--- src/rtl/core/assert_macros.svh ---
// ---------------------------------------------------------------------------
// Assertion macros
// Concurrent assertion wrappers shared by the core RTL. Define NO_ASSERTIONS
// to compile them out.
// ---------------------------------------------------------------------------
`ifndef ASSERT_MACROS_SVH
`define ASSERT_MACROS_SVH
`ifndef NO_ASSERTIONS
// Property checked at every clock edge, reset included
`define ASSERT_CLK(lbl, clk, prop, msg) \
  lbl: assert property (@(posedge clk) prop) else $error(msg);
// Property checked only while out of reset
`define ASSERT_CLKRST(lbl, clk, rst_n, prop, msg) \
  lbl: assert property (@(posedge clk) disable iff (!rst_n) prop) else $error(msg);
`else
`define ASSERT_CLK(lbl, clk, prop, msg)
`define ASSERT_CLKRST(lbl, clk, rst_n, prop, msg)
`endif
`endif

--- src/rtl/core/trop_pkg.sv ---
`timescale 1ns / 1ps
// ---------------------------------------------------------------------------
// Core package
// Field widths, instruction and host operation codes, ALU function codes and
// the request/response types of the twelve-op RISC core.
// ---------------------------------------------------------------------------
package trop_pkg;

  // Field widths
  localparam int OPW   = 3;
  localparam int WAW   = 11;
  localparam int DW    = 32;
  localparam int RSW   = 5;
  localparam int STW   = 2;
  localparam int IMM_W = 18;
  localparam int SHW   = 13;

  // Storage sizes
  localparam int MEM_WORDS_DEF = 2048;
  localparam int REG_COUNT     = 32;
  localparam int RAW           = $clog2(REG_COUNT);

  // Host operations
  localparam logic [OPW-1:0] HOP_LOAD    = 3'd0;
  localparam logic [OPW-1:0] HOP_EXEC    = 3'd1;
  localparam logic [OPW-1:0] HOP_RDMEM   = 3'd2;
  localparam logic [OPW-1:0] HOP_RDREG   = 3'd3;
  localparam logic [OPW-1:0] HOP_RESTART = 3'd4;

  // Result status
  localparam logic [STW-1:0] ST_OK     = 2'd0;
  localparam logic [STW-1:0] ST_HALTED = 2'd1;
  localparam logic [STW-1:0] ST_WRAP   = 2'd2;

  // Instruction opcodes
  localparam logic [3:0] OP_ADD  = 4'd0;
  localparam logic [3:0] OP_SUB  = 4'd1;
  localparam logic [3:0] OP_MULI = 4'd2;
  localparam logic [3:0] OP_ADDI = 4'd3;
  localparam logic [3:0] OP_BNE  = 4'd4;
  localparam logic [3:0] OP_ANDI = 4'd5;
  localparam logic [3:0] OP_ORI  = 4'd6;
  localparam logic [3:0] OP_J    = 4'd7;
  localparam logic [3:0] OP_SLL  = 4'd8;
  localparam logic [3:0] OP_SRL  = 4'd9;
  localparam logic [3:0] OP_LW   = 4'd10;
  localparam logic [3:0] OP_SW   = 4'd11;

  // Shared ALU functions
  localparam logic [2:0] ALU_ADD = 3'd0;
  localparam logic [2:0] ALU_SUB = 3'd1;
  localparam logic [2:0] ALU_INC = 3'd2;
  localparam logic [2:0] ALU_MUL = 3'd3;
  localparam logic [2:0] ALU_AND = 3'd4;
  localparam logic [2:0] ALU_OR  = 3'd5;
  localparam logic [2:0] ALU_SLL = 3'd6;
  localparam logic [2:0] ALU_SRL = 3'd7;

  typedef struct packed {
    logic [2:0]    fn;
    logic [DW-1:0] a;
    logic [DW-1:0] b;
  } alu_req_t;

  typedef struct packed {
    logic [OPW-1:0] operation;
    logic [WAW-1:0] word_address;
    logic [DW-1:0]  load_value;
    logic [RSW-1:0] register_select;
  } in_req_t;

  typedef struct packed {
    logic [STW-1:0] status;
    logic [WAW-1:0] executed_pc;
    logic           reg_written;
    logic [RSW-1:0] dest_register;
    logic [DW-1:0]  dest_value;
    logic           mem_written;
    logic [WAW-1:0] store_address;
    logic [DW-1:0]  store_value;
    logic [DW-1:0]  read_value;
    logic           halted_now;
  } out_rsp_t;

endpackage

--- src/rtl/core/trop_alu.sv ---
`timescale 1ns / 1ps
// ---------------------------------------------------------------------------
// Shared ALU
// One adder, one 32x32 low-word multiplier, logic ops and shifts; used for
// results, data addresses, branch compares and next-pc computation.
// ---------------------------------------------------------------------------
module trop_alu import trop_pkg::*; (
  input  alu_req_t      req,
  output logic [DW-1:0] result
);

  logic [DW-1:0] b_eff;
  logic          cin;
  logic [DW-1:0] sum;
  logic          shift_big;

  // Adder shared by add, subtract and increment-add
  assign b_eff     = (req.fn == ALU_SUB) ? ~req.b : req.b;
  assign cin       = (req.fn == ALU_SUB) || (req.fn == ALU_INC);
  assign sum       = req.a + b_eff + DW'(cin);
  assign shift_big = (req.b >= DW'(DW));

  // Select the function result
  always_comb begin
    case (req.fn)
      ALU_ADD, ALU_SUB, ALU_INC: result = sum;
      ALU_MUL: result = req.a * req.b;
      ALU_AND: result = req.a & req.b;
      ALU_OR:  result = req.a | req.b;
      ALU_SLL: result = shift_big ? '0 : (req.a << req.b[4:0]);
      ALU_SRL: result = shift_big ? '0 : (req.a >> req.b[4:0]);
      default: result = '0;
    endcase
  end

endmodule

--- config.mk ---
export PLATFORM = sky130hd
export DESIGN_NAME = trop_alu
export DESIGN_NICKNAME = d
export VERILOG_FILES = /design/src/rtl/core/assert_macros.svh /design/src/rtl/core/trop_pkg.sv /design/src/rtl/core/trop_alu.sv
export SDC_FILE = /design/constraint.sdc
export NUM_CORES = 2
export LEC_CHECK = 0
export BUFFER_PORTS_ARGS = -buffer_cell sky130_fd_sc_hd__buf_2
export CORE_MARGIN = 5
export CORE_UTILIZATION = 50
export DETAILED_ROUTE_END_ITERATION = 8
export GPL_TIMING_DRIVEN = 1
export PLACE_DENSITY = 0.71
export SLEW_MARGIN = 10
export SYNTH_ARGS = -nofsm -noshare
export SYNTH_HDL_FRONTEND = slang
export SYNTH_SLANG_ARGS = --single-unit
export TNS_END_PERCENT = 20
--- constraint.sdc ---
create_clock -name vclk -period 20.2
set_input_delay 2.02 -clock vclk [all_inputs]
set_output_delay 2.02 -clock vclk [all_outputs]
set_load 0.1 [all_outputs]
==> summary by stage <==
Synthesis
The adder-cell share of the synthesized area is 0.454. Yosys printed 0 warnings. Summed over all instances, the cell type with the most area after synthesis is sky130_fd_sc_hd__fa_1. Among all cell types in the netlist, the one instantiated most often is sky130_fd_sc_hd__fa_1. The synthesized-area fraction occupied by and/or/nand/nor cells is 0.198.

The main combinational cell family by area after synthesis is adder cells. After synthesis, the cell types taking the most area are sky130_fd_sc_hd__fa_1, sky130_fd_sc_hd__and2_1, sky130_fd_sc_hd__ha_1. Counting every net in the synthesized netlist gives approximately 3300. The multiplexer share of the synthesized area is 0.0655. The synthesized area is 22400 um^2. The number of distinct library cells after synthesis is 91. The average footprint of a synthesized cell is a little over 8 um^2. For this run, the register share of the synthesized area comes to 0.

Of the total synthesized cell area, the portion taken by XOR and XNOR cells is 0.0507. The compound-cell area share of the yosys netlist is 0.128. Synthesis produced 2700 cells. The fraction of synthesized cell area taken by the top area cell type is 0.367. By count the netlist is led by sky130_fd_sc_hd__fa_1, sky130_fd_sc_hd__inv_1, sky130_fd_sc_hd__and2_1.

Setup path
The kind of critical path is in2out. The slowest stage of the critical path is the sky130_fd_sc_hd__fa_1 cell. STA classifies the critical path endpoint as a primary output.

The maximum cell stage delay along the critical path is between 500 and 600 ps. Along the worst path, the maximum fanout reaches 53. The data arrival time of the critical path is 10320 ps. In this design, the critical path's most frequently occurring cell is sky130_fd_sc_hd__fa_1.

The sort of element at the start of the critical path is a primary input. The endpoint required time on the critical path is 18180 ps.

Global route
The first global-routing pass estimated 119000 um of wire. The largest net degree at the start of global routing is 64. The initial antenna violation count was 0. The number of global-route vias before repair is 20996. The total overflow left after global routing is 0.

The overall fraction of global-route tracks in use is 0.304.

Floorplanning
The number of placement rows is 77. The floorplan step set the die width to 222 um. The total area inside the core boundary comes to approximately 44000 um^2. The die covers 49100 um^2. For this configuration, the core starts out at a cell density of 0.506. In this run the vertical extent of the chip is 222 um.

The count of boundary I/O pins is 99.

Clocking
In this run, post-CTS repair resized a total of 0 instances. The number of setup buffers added after CTS is 0. The number of hold buffers added after CTS was 0.

STA
The final max-slew violation count is 0. Setup violations remaining at the end of the flow were counted as 0. The count of final hold-check violations is 0. Setup repair after global routing left no endpoint under its margin. The worst path needs between 10000 and 15000 ps of the cycle, external delays included. The worst path setup slack after routing is around 7900 ps. In the finished design, the share of the clock period the worst path needs comes to 0.611. The actual slew at the worst max-slew pin is 969 ps. In the final timing run, aggregate negative setup slack is 0 ps. The maximum frequency from static timing analysis is 81.0 MHz. The normalized max-slew margin is 0.351.

Worst hold path
The class of the tightest hold or removal check is in2out.

Routing
After detailed routing, the number of remaining DRC violations is 0. The detailed router's first-iteration violation count is 1459. In the routed layout, each cell is associated on average with a via count of 6.10. The count of nets left with antenna violations once routing finished came out at 0.

The sum of routed wire length over all layers is 75800 um. The routed wirelength normalized by instance count is 23.5 um. The routed layout has 19697 vias. The total iterations of the first detailed-routing run is 6.

Layout
The sequential cell count is 0. The relative area change from synthesis to final layout is 2.97%. Summing all flip-flop and latch instances after layout gives 0 um^2. At the end of the flow the core is filled with cells to 0.521.

The post-layout instance count excluding filler cells is 3227. In the finished layout, the clock tree contains a buffer count of 0. For this run, the post-layout net count is between 3000 and 4000.

The fraction of layout instances using a drive strength above 1 is 0.0782.

Placement
The placed wire-length estimate is 54500 um. Counting tap cells, the placed design contains a total of 3226 instances. The congestion estimate from routability-driven global placement came to 1.01. The worst slack at placement is between 8000 and 9000 ps. The port buffer count is 99.

Outcome
The flow ran to the end, and the final reports show no timing, DRC or antenna violations.

Job
The tool flagged a number of max-cap violations equal to 0.
==> metrics by stage <==
step                instance area, um^2  hold slack (ps)
CTS                               23000             4860
global route                      23000             4920
detailed placement                23000             4860
floorplan                         22400             4650
finish                            23000             4860
global placement                  23000             4850
==> placed cells by master, fill, tap and decap left out, drive strengths merged, types with 5 or more instances in the layout <==
master,n
fa,410
inv,392
and2,323
nand2,281
ha,153
o21ai,136
buf,135
nor2,123
a21oi,121
xnor2,71
mux2i,61
xor2,56
nor3,34
mux4,32
a221oi,31
nand3,27
nand2b,24
nor2b,20
a21o,19
o21a,15
a22oi,11
o211ai,11
mux2,11
a221o,10
o22ai,8
and3,7
nor4,7
or3,7
a31oi,7
nand4,6
o21bai,6
or2,6
o31a,5
a211oi,5
==> layer usage <==
metal,track usage,up-vias,share of wire
met5,0,-,0
met4,0.123,0,0.053
met3,0.0493,238,0.097
met2,0.489,1071,0.45
met1,0.413,9885,0.40
li1,-,8503,-
==> path summary, 6_finish.rpt <==
kind,start,to,cells after the start
min,req[31],result[31],6
max,req[4],result[25],26
==> worst max-delay path, delay by kind of cell <==
family	cells	cell delay (ps)
fa+ha+maj	9	4140
compound gates	5	1200
xor+xnor	1	350
buf+inv	8	1810
simple gates	3	750
==> final cells by class <==
cell class / count / area (um^2)
Fill cell: 4157 / 21200
Multi-Input combinational cell: 2106 / 20100
Inverter: 393 / 1480
Timing Repair Buffer: 135 / 773
Tap cell: 592 / 741
Antenna cell: 1 / 2.50
==> cell families (layout without fill, tap and decap cells) <==
logic type / after synthesis / after routing
and+or+nand+nor: 876 / 876
xor gates and xnor gates: 128 / 128
adders and majority gates: 566 / 566
buffers and inverters: 594 / 528
other: 0 / 1
muxes: 104 / 104
AOI/OAI and AO/OA: 432 / 432
