[config.mk]
export PLATFORM = sky130hd
export DESIGN_NAME = trop_regfile
export DESIGN_NICKNAME = d
export VERILOG_FILES = /design/src/rtl/core/assert_macros.svh /design/src/rtl/core/trop_pkg.sv /design/src/rtl/core/trop_ram.sv /design/src/rtl/core/trop_regfile.sv
export SDC_FILE = /design/constraint.sdc
export NUM_CORES = 1
export LEC_CHECK = 0
export BUFFER_PORTS_ARGS = -buffer_cell sky130_fd_sc_hd__buf_2
export CORE_MARGIN = 2
export CORE_UTILIZATION = 60
export CTS_CLUSTER_SIZE = 10
export DETAILED_ROUTE_END_ITERATION = 10
export PLACE_DENSITY_LB_ADDON = 0.1
export SETUP_SLACK_MARGIN = 0.3
export SKIP_LAST_GASP = 1
export SLEW_MARGIN = 0
export SYNTH_ARGS = -nofsm -noshare
export SYNTH_HDL_FRONTEND = slang
export SYNTH_SLANG_ARGS = --single-unit
[constraint.sdc]
create_clock -name clk -period 8.9 [get_ports clk]
set_clock_uncertainty 0.15 [all_clocks]
set_input_delay 1.78 -clock clk [delete_from_list [all_inputs] [get_ports clk]]
set_output_delay 1.78 -clock clk [all_outputs]
set_load 0.005 [all_outputs]
[src/rtl/core/assert_macros.svh]
// ---------------------------------------------------------------------------
// Assertion macros
// Concurrent assertion wrappers shared by the core RTL. Define NO_ASSERTIONS
// to compile them out.
// ---------------------------------------------------------------------------
`ifndef ASSERT_MACROS_SVH
`define ASSERT_MACROS_SVH
`ifndef NO_ASSERTIONS
// Property checked at every clock edge, reset included
`define ASSERT_CLK(lbl, clk, prop, msg) \
  lbl: assert property (@(posedge clk) prop) else $error(msg);
// Property checked only while out of reset
`define ASSERT_CLKRST(lbl, clk, rst_n, prop, msg) \
  lbl: assert property (@(posedge clk) disable iff (!rst_n) prop) else $error(msg);
`else
`define ASSERT_CLK(lbl, clk, prop, msg)
`define ASSERT_CLKRST(lbl, clk, rst_n, prop, msg)
`endif
`endif

[src/rtl/core/trop_pkg.sv]
`timescale 1ns / 1ps
// ---------------------------------------------------------------------------
// Core package
// Field widths, instruction and host operation codes, ALU function codes and
// the request/response types of the twelve-op RISC core.
// ---------------------------------------------------------------------------
package trop_pkg;

  // Field widths
  localparam int OPW   = 3;
  localparam int WAW   = 11;
  localparam int DW    = 32;
  localparam int RSW   = 5;
  localparam int STW   = 2;
  localparam int IMM_W = 18;
  localparam int SHW   = 13;

  // Storage sizes
  localparam int MEM_WORDS_DEF = 2048;
  localparam int REG_COUNT     = 32;
  localparam int RAW           = $clog2(REG_COUNT);

  // Host operations
  localparam logic [OPW-1:0] HOP_LOAD    = 3'd0;
  localparam logic [OPW-1:0] HOP_EXEC    = 3'd1;
  localparam logic [OPW-1:0] HOP_RDMEM   = 3'd2;
  localparam logic [OPW-1:0] HOP_RDREG   = 3'd3;
  localparam logic [OPW-1:0] HOP_RESTART = 3'd4;

  // Result status
  localparam logic [STW-1:0] ST_OK     = 2'd0;
  localparam logic [STW-1:0] ST_HALTED = 2'd1;
  localparam logic [STW-1:0] ST_WRAP   = 2'd2;

  // Instruction opcodes
  localparam logic [3:0] OP_ADD  = 4'd0;
  localparam logic [3:0] OP_SUB  = 4'd1;
  localparam logic [3:0] OP_MULI = 4'd2;
  localparam logic [3:0] OP_ADDI = 4'd3;
  localparam logic [3:0] OP_BNE  = 4'd4;
  localparam logic [3:0] OP_ANDI = 4'd5;
  localparam logic [3:0] OP_ORI  = 4'd6;
  localparam logic [3:0] OP_J    = 4'd7;
  localparam logic [3:0] OP_SLL  = 4'd8;
  localparam logic [3:0] OP_SRL  = 4'd9;
  localparam logic [3:0] OP_LW   = 4'd10;
  localparam logic [3:0] OP_SW   = 4'd11;

  // Shared ALU functions
  localparam logic [2:0] ALU_ADD = 3'd0;
  localparam logic [2:0] ALU_SUB = 3'd1;
  localparam logic [2:0] ALU_INC = 3'd2;
  localparam logic [2:0] ALU_MUL = 3'd3;
  localparam logic [2:0] ALU_AND = 3'd4;
  localparam logic [2:0] ALU_OR  = 3'd5;
  localparam logic [2:0] ALU_SLL = 3'd6;
  localparam logic [2:0] ALU_SRL = 3'd7;

  typedef struct packed {
    logic [2:0]    fn;
    logic [DW-1:0] a;
    logic [DW-1:0] b;
  } alu_req_t;

  typedef struct packed {
    logic [OPW-1:0] operation;
    logic [WAW-1:0] word_address;
    logic [DW-1:0]  load_value;
    logic [RSW-1:0] register_select;
  } in_req_t;

  typedef struct packed {
    logic [STW-1:0] status;
    logic [WAW-1:0] executed_pc;
    logic           reg_written;
    logic [RSW-1:0] dest_register;
    logic [DW-1:0]  dest_value;
    logic           mem_written;
    logic [WAW-1:0] store_address;
    logic [DW-1:0]  store_value;
    logic [DW-1:0]  read_value;
    logic           halted_now;
  } out_rsp_t;

endpackage

[src/rtl/core/trop_ram.sv]
`timescale 1ns / 1ps
// ---------------------------------------------------------------------------
// Generic RAM
// One write port and one read port with registered read data.
// ---------------------------------------------------------------------------
module trop_ram #(
  parameter int WIDTH = 32,
  parameter int DEPTH = 32
) (
  input  logic                     clk,
  input  logic                     we,
  input  logic [$clog2(DEPTH)-1:0] waddr,
  input  logic [WIDTH-1:0]         wdata,
  input  logic [$clog2(DEPTH)-1:0] raddr,
  output logic [WIDTH-1:0]         rdata
);

  logic [WIDTH-1:0] mem_r [DEPTH];
  logic [WIDTH-1:0] rdata_r;

  // Write, then register the read word
  always_ff @(posedge clk) begin
    if (we) begin
      mem_r[waddr] <= wdata;
    end
    rdata_r <= mem_r[raddr];
  end

  assign rdata = rdata_r;

endmodule

[src/rtl/core/trop_regfile.sv]
`timescale 1ns / 1ps
// ---------------------------------------------------------------------------
// Register file
// RAM-backed register bank with per-entry valid bits; an entry not written
// since reset reads as zero, so R0 (never written) always reads zero.
// ---------------------------------------------------------------------------
module trop_regfile import trop_pkg::*; (
  input  logic           clk,
  input  logic           rst_n,
  input  logic           we,
  input  logic [RAW-1:0] waddr,
  input  logic [DW-1:0]  wdata,
  input  logic [RAW-1:0] raddr,
  output logic [DW-1:0]  rdata
);

  logic [REG_COUNT-1:0] vld_r;
  logic                 rd_vld_r;
  logic [DW-1:0]        ram_q;

  trop_ram #(.WIDTH(DW), .DEPTH(REG_COUNT)) u_ram (
    .clk   (clk),
    .we    (we),
    .waddr (waddr),
    .wdata (wdata),
    .raddr (raddr),
    .rdata (ram_q)
  );

  // Mark written entries; reset clears every mark at once
  always_ff @(posedge clk) begin
    if (!rst_n) begin
      vld_r <= '0;
    end else if (we) begin
      vld_r[waddr] <= 1'b1;
    end
  end

  // Track the valid bit alongside the registered read
  always_ff @(posedge clk) begin
    rd_vld_r <= vld_r[raddr];
  end

  assign rdata = rd_vld_r ? ram_q : '0;

endmodule

==> flow_results.org <==
** Synthesis
- For this run, the number of Yosys warnings is 0.
- XOR/XNOR Fraction of Synth Area :: 0%
- After Yosys synthesis, and, or, nand and nor cells account for 3.55% of the synthesized area.
- The portion of synthesized area spent on multiplexers is 12.6%.
- Flip-flop cell with the highest count after synthesis :: sky130_fd_sc_hd__edfxtp_1
- Post-synthesis register bit count :: 1089
- Share of the yosys chip area belonging to registers :: 76.4%
- Syn Inst Count :: 2402
- A synthesized cell averages 17.5 µm².
- Most numerous cell in the Yosys netlist :: sky130_fd_sc_hd__edfxtp_1
- After synthesis, the share of flip-flops with an asynchronous set or reset is 0%.
- Synth top area cells :: sky130_fd_sc_hd__edfxtp_1, sky130_fd_sc_hd__mux2i_1, sky130_fd_sc_hd__dfxtp_1
- Post-synthesis net count :: 2447
- Fraction of synthesized cell area taken by the top area cell type :: 73.3%
- Synthesized-area fraction occupied by ao, oa, aoi and oai cells :: 5.39%
- The number of different library cells used by synthesis comes to 27.
- The mapped netlist covers 0.0420 mm².
- By count the netlist is led by sky130_fd_sc_hd__edfxtp_1, sky130_fd_sc_hd__mux2i_1, sky130_fd_sc_hd__nand2_1, sky130_fd_sc_hd__nand3_1.
- Fraction of the mapped netlist area in adder cells :: 0%
- By area, the combinational part of the netlist is dominated by multiplexers.
- Counting flops with a built-in enable in the synthesized netlist gives 1024.
- Summed over all instances, the cell type with the most area after synthesis is sky130_fd_sc_hd__edfxtp_1.

** Worst setup path
- Critical-path cell list :: buf_8 > buf_4 > mux2i_1 > a22o_1 > nor3_1 > a31oi_1 > nand3_1
- Internal reg-to-reg setup slack :: 7340 ps
- Cell class contributing the biggest share of worst-path delay :: buffers and inverters
- Of all nets on the critical path, the largest fanout is 88.
- Capture point of the worst reg-to-reg path :: u_ram.rdata[6]$_DFF_P_
- Counting cells, the worst reg-to-reg path comes to 5.
- Cell depth of the worst setup path :: 7
- STA classifies the critical path endpoint as a flop.
- Library cell contributing the largest single delay on the critical path :: sky130_fd_sc_hd__buf_4
- STA puts the critical path data required time at 9260 ps.
- STA classifies the critical path startpoint as a primary input.
- The critical path in this run is classified as in -> reg.
- Delay of the slowest cell on the worst path :: 850 ps
- Following the worst setup path forward leads to its endpoint at u_ram.rdata[6]$_DFF_P_.
- Reg2Reg Launch Point :: u_ram.mem_r[2][6]$_DFFE_PP_
- Tracing the worst setup path back leads to its startpoint at raddr[1].
- Arrival time of the worst setup path :: 4380 ps
- Worst Path Buf+Inv :: 2

** Power
- The design draws 0.0107 W.
- The share of total power dissipated in combinational logic is 4.9%.
- VDD sags by at most 157 µV.
- Clock Power Share :: 41.5%
- Sequential power share :: 53.5%
- Net switching is 20.8% of the power.
- The analysis attributes to cell leakage a power of 16.4 nW.
- Design internal power :: 0.00845 W
- Switching pwr :: 0.00222 W
- Cell Pwr Density :: 228 mW/mm²

** Clocking
- The H-tree was split into 3 levels.
- After clock tree synthesis, the flow added hold-fix buffers numbering 0.
- The clock passes through at most 3 buffers.
- TritonCTS created 119 clock buffers.
- Worst-Skew Late Latency :: 680 ps
- Number of buffers inserted to repair setup after CTS :: 0
- Clock-pin slew on the worst setup and hold paths :: 50 ps
- CTS placed an instance of sky130_fd_sc_hd__clkbuf_16 at the clock tree root.
- TritonCTS built the clock tree.
- Count of cells resized by post-cts repair :: 0
- Clock sink count :: 1089

** Outcome
- Outcome :: finished clean

** STA
- Final setup violation count :: 0
- Measured against its own limit, the worst slew margin works out to 16.6%.
- Final period util :: 45.1%
- At the pin with the least slew margin, the transition time is 1250 ps.
- Counting I/O delays and the setup requirement, the final critical path takes 4020 ps.
- Final TNS setup :: 0 ps
- Fin. Hold Viols :: 0
- Setup repair after global routing left no endpoint under its margin.
- Max Transition Viols Final :: 0
- Derived from the worst setup path, the maximum achievable clock frequency is 249 MHz.

** Floorplan
- Measured along the y axis, the die boundary spans 268 µm.
- Initial Util :: 60.9%
- In this run the count of I/O pins placed on the die edge is 77.
- Die extent in x :: 268 µm
- Area enclosed by the die boundary :: 0.0721 mm²
- After floorplanning, the core was divided into 96 placement rows.
- The total area inside the core boundary comes to 0.0689 mm².

** Routing
- After detailed routing, the average wire length per cell comes to 29.4 µm.
- DR vias :: 22407
- Via density per instance :: 6.33
- In the routed design, unresolved DRC markers number 0.
- The pre-antenna-repair detailed-routing pass consisted of 5 iterations.
- In this run, the number of DRC markers left after iteration 0 of detailed routing was 2586.
- In this run the remaining antenna-violating nets after routing total 0.
- Summed over all layers, the routed wires come to 104000 µm.

** Final layout
- Area growth from synthesis to layout :: 11.6%
- The post-route netlist has 11.3% of its cells at a drive strength greater than 1.
- Fillers :: 4618
- Summing all flip-flop and latch instances after layout gives 0.0321 mm².
- Share of the core filled with cells :: 67.9%
- Area of combinational cells with multiple inputs :: 0.00931 mm²
- Count of nets after finishing :: 2552

** Global route
- For this run the aggregate overflow at the end of global routing stands at 0.
- Total Routing Usage GR :: 29.1%
- Pin count of the biggest net entering global routing :: 150
- Global-route wire length before repair :: 149000 µm
- The number of global-route vias before repair is 22271.
- The initial antenna violation count is 9.

** Job
- Count of max-cap constraint violations :: 0

** Placement
- IO buf count :: 76
- Detailed placement HPWL :: 52200 µm
- The congestion estimate from routability-driven global placement came to 0.769.

** Worst hold path
- The worst hold path belongs to the class reg -> reg.
## per-stage QoR
| step | area, µm² | cells | setup WS [ps] | hold slack, ps |
|---|---|---|---|---|
| 6_report | 46800 | 3538 | 4880 | 314 |
| 5_1_grt | 46800 | 3536 | 4790 | 335 |
| 4_1_cts | 46800 | 3536 | 4920 | 315 |
| 3_5_place_dp | 43300 | 3317 | 4190 | 303 |
| 3_3_place_gp | 43300 | 3317 | 4280 | 296 |
| 2_1_floorplan | 42000 | 2402 | 4500 | 290 |
## layer usage
layer  vias to the layer above  wire (µm)  GRT usage [%]
met5                         -         46              0
met4                         8       3390           10.8
met1                     11491      43600           42.4
met2                      1030      48100           44.7
li1                       9692          -              -
met3                       186       8730           5.00
## sequential cells by signal, summed over array words and instances, names as in the netlist
| name | flops |
|---|---|
| u_ram.mem_r | 1024 |
| u_ram.rdata | 32 |
| vld_r | 32 |
| rd_vld_r | 1 |
## logic make-up after synthesis
| family | after synthesis |
|---|---|
| AO/OA/AOI/OAI | 329 |
| buffers and inverters | 140 |
| flip-flops | 1089 |
| multiplexers | 528 |
| AND/OR/NAND/NOR | 316 |
## worst min-delay path by stage
stage	startpoint	to	depth (start not counted)
after floorplan	vld_r[0]$_SDFFE_PN0P_	vld_r[0]$_SDFFE_PN0P_	1
after global placement	vld_r[29]$_SDFFE_PN0P_	vld_r[29]$_SDFFE_PN0P_	1
after detailed placement	vld_r[2]$_SDFFE_PN0P_	vld_r[2]$_SDFFE_PN0P_	1
after CTS	vld_r[5]$_SDFFE_PN0P_	vld_r[5]$_SDFFE_PN0P_	1
after global routing	vld_r[22]$_SDFFE_PN0P_	vld_r[22]$_SDFFE_PN0P_	1
final	vld_r[5]$_SDFFE_PN0P_	vld_r[5]$_SDFFE_PN0P_	1
## power by group through the flow
stage	combinational [W]	clock (W)	sequential, W
finish	0.000528	0.00443	0.00571
global route	0.000563	0.00468	0.00571
CTS	0.000525	0.00448	0.00571
detailed placement	0.000524	0	0.00582
global placement	0.000514	0	0.00581
floorplan	0.000315	0	0.00580
## final cells by class
| type | count | area share, % |
|---|---|---|
| Tap cell | 931 | 2.49 |
| Timing Repair Buffer | 124 | 1.74 |
| Clock inverter | 4 | 0.120 |
| Multi-Input combinational cell | 1173 | 19.9 |
| Antenna cell | 2 | 0.0107 |
| Clock buffer | 215 | 7.33 |
| Sequential cell | 1089 | 68.4 |
## layout by cell type, fill, tap and decap left out, drive strengths merged, types with 34 or more instances in the layout
master | Yosys | routed
edfxtp | 1024 | 1024
nand2 | 101 | 101
nand3 | 101 | 101
a22o | 66 | 66
nor2 | 34 | 34
clkbuf | 47 | 215
mux2i | 528 | 528
dfxtp | 65 | 65
buf | 93 | 124
a22oi | 99 | 99
a21oi | 99 | 99
Power figures use the tool's default switching activity.
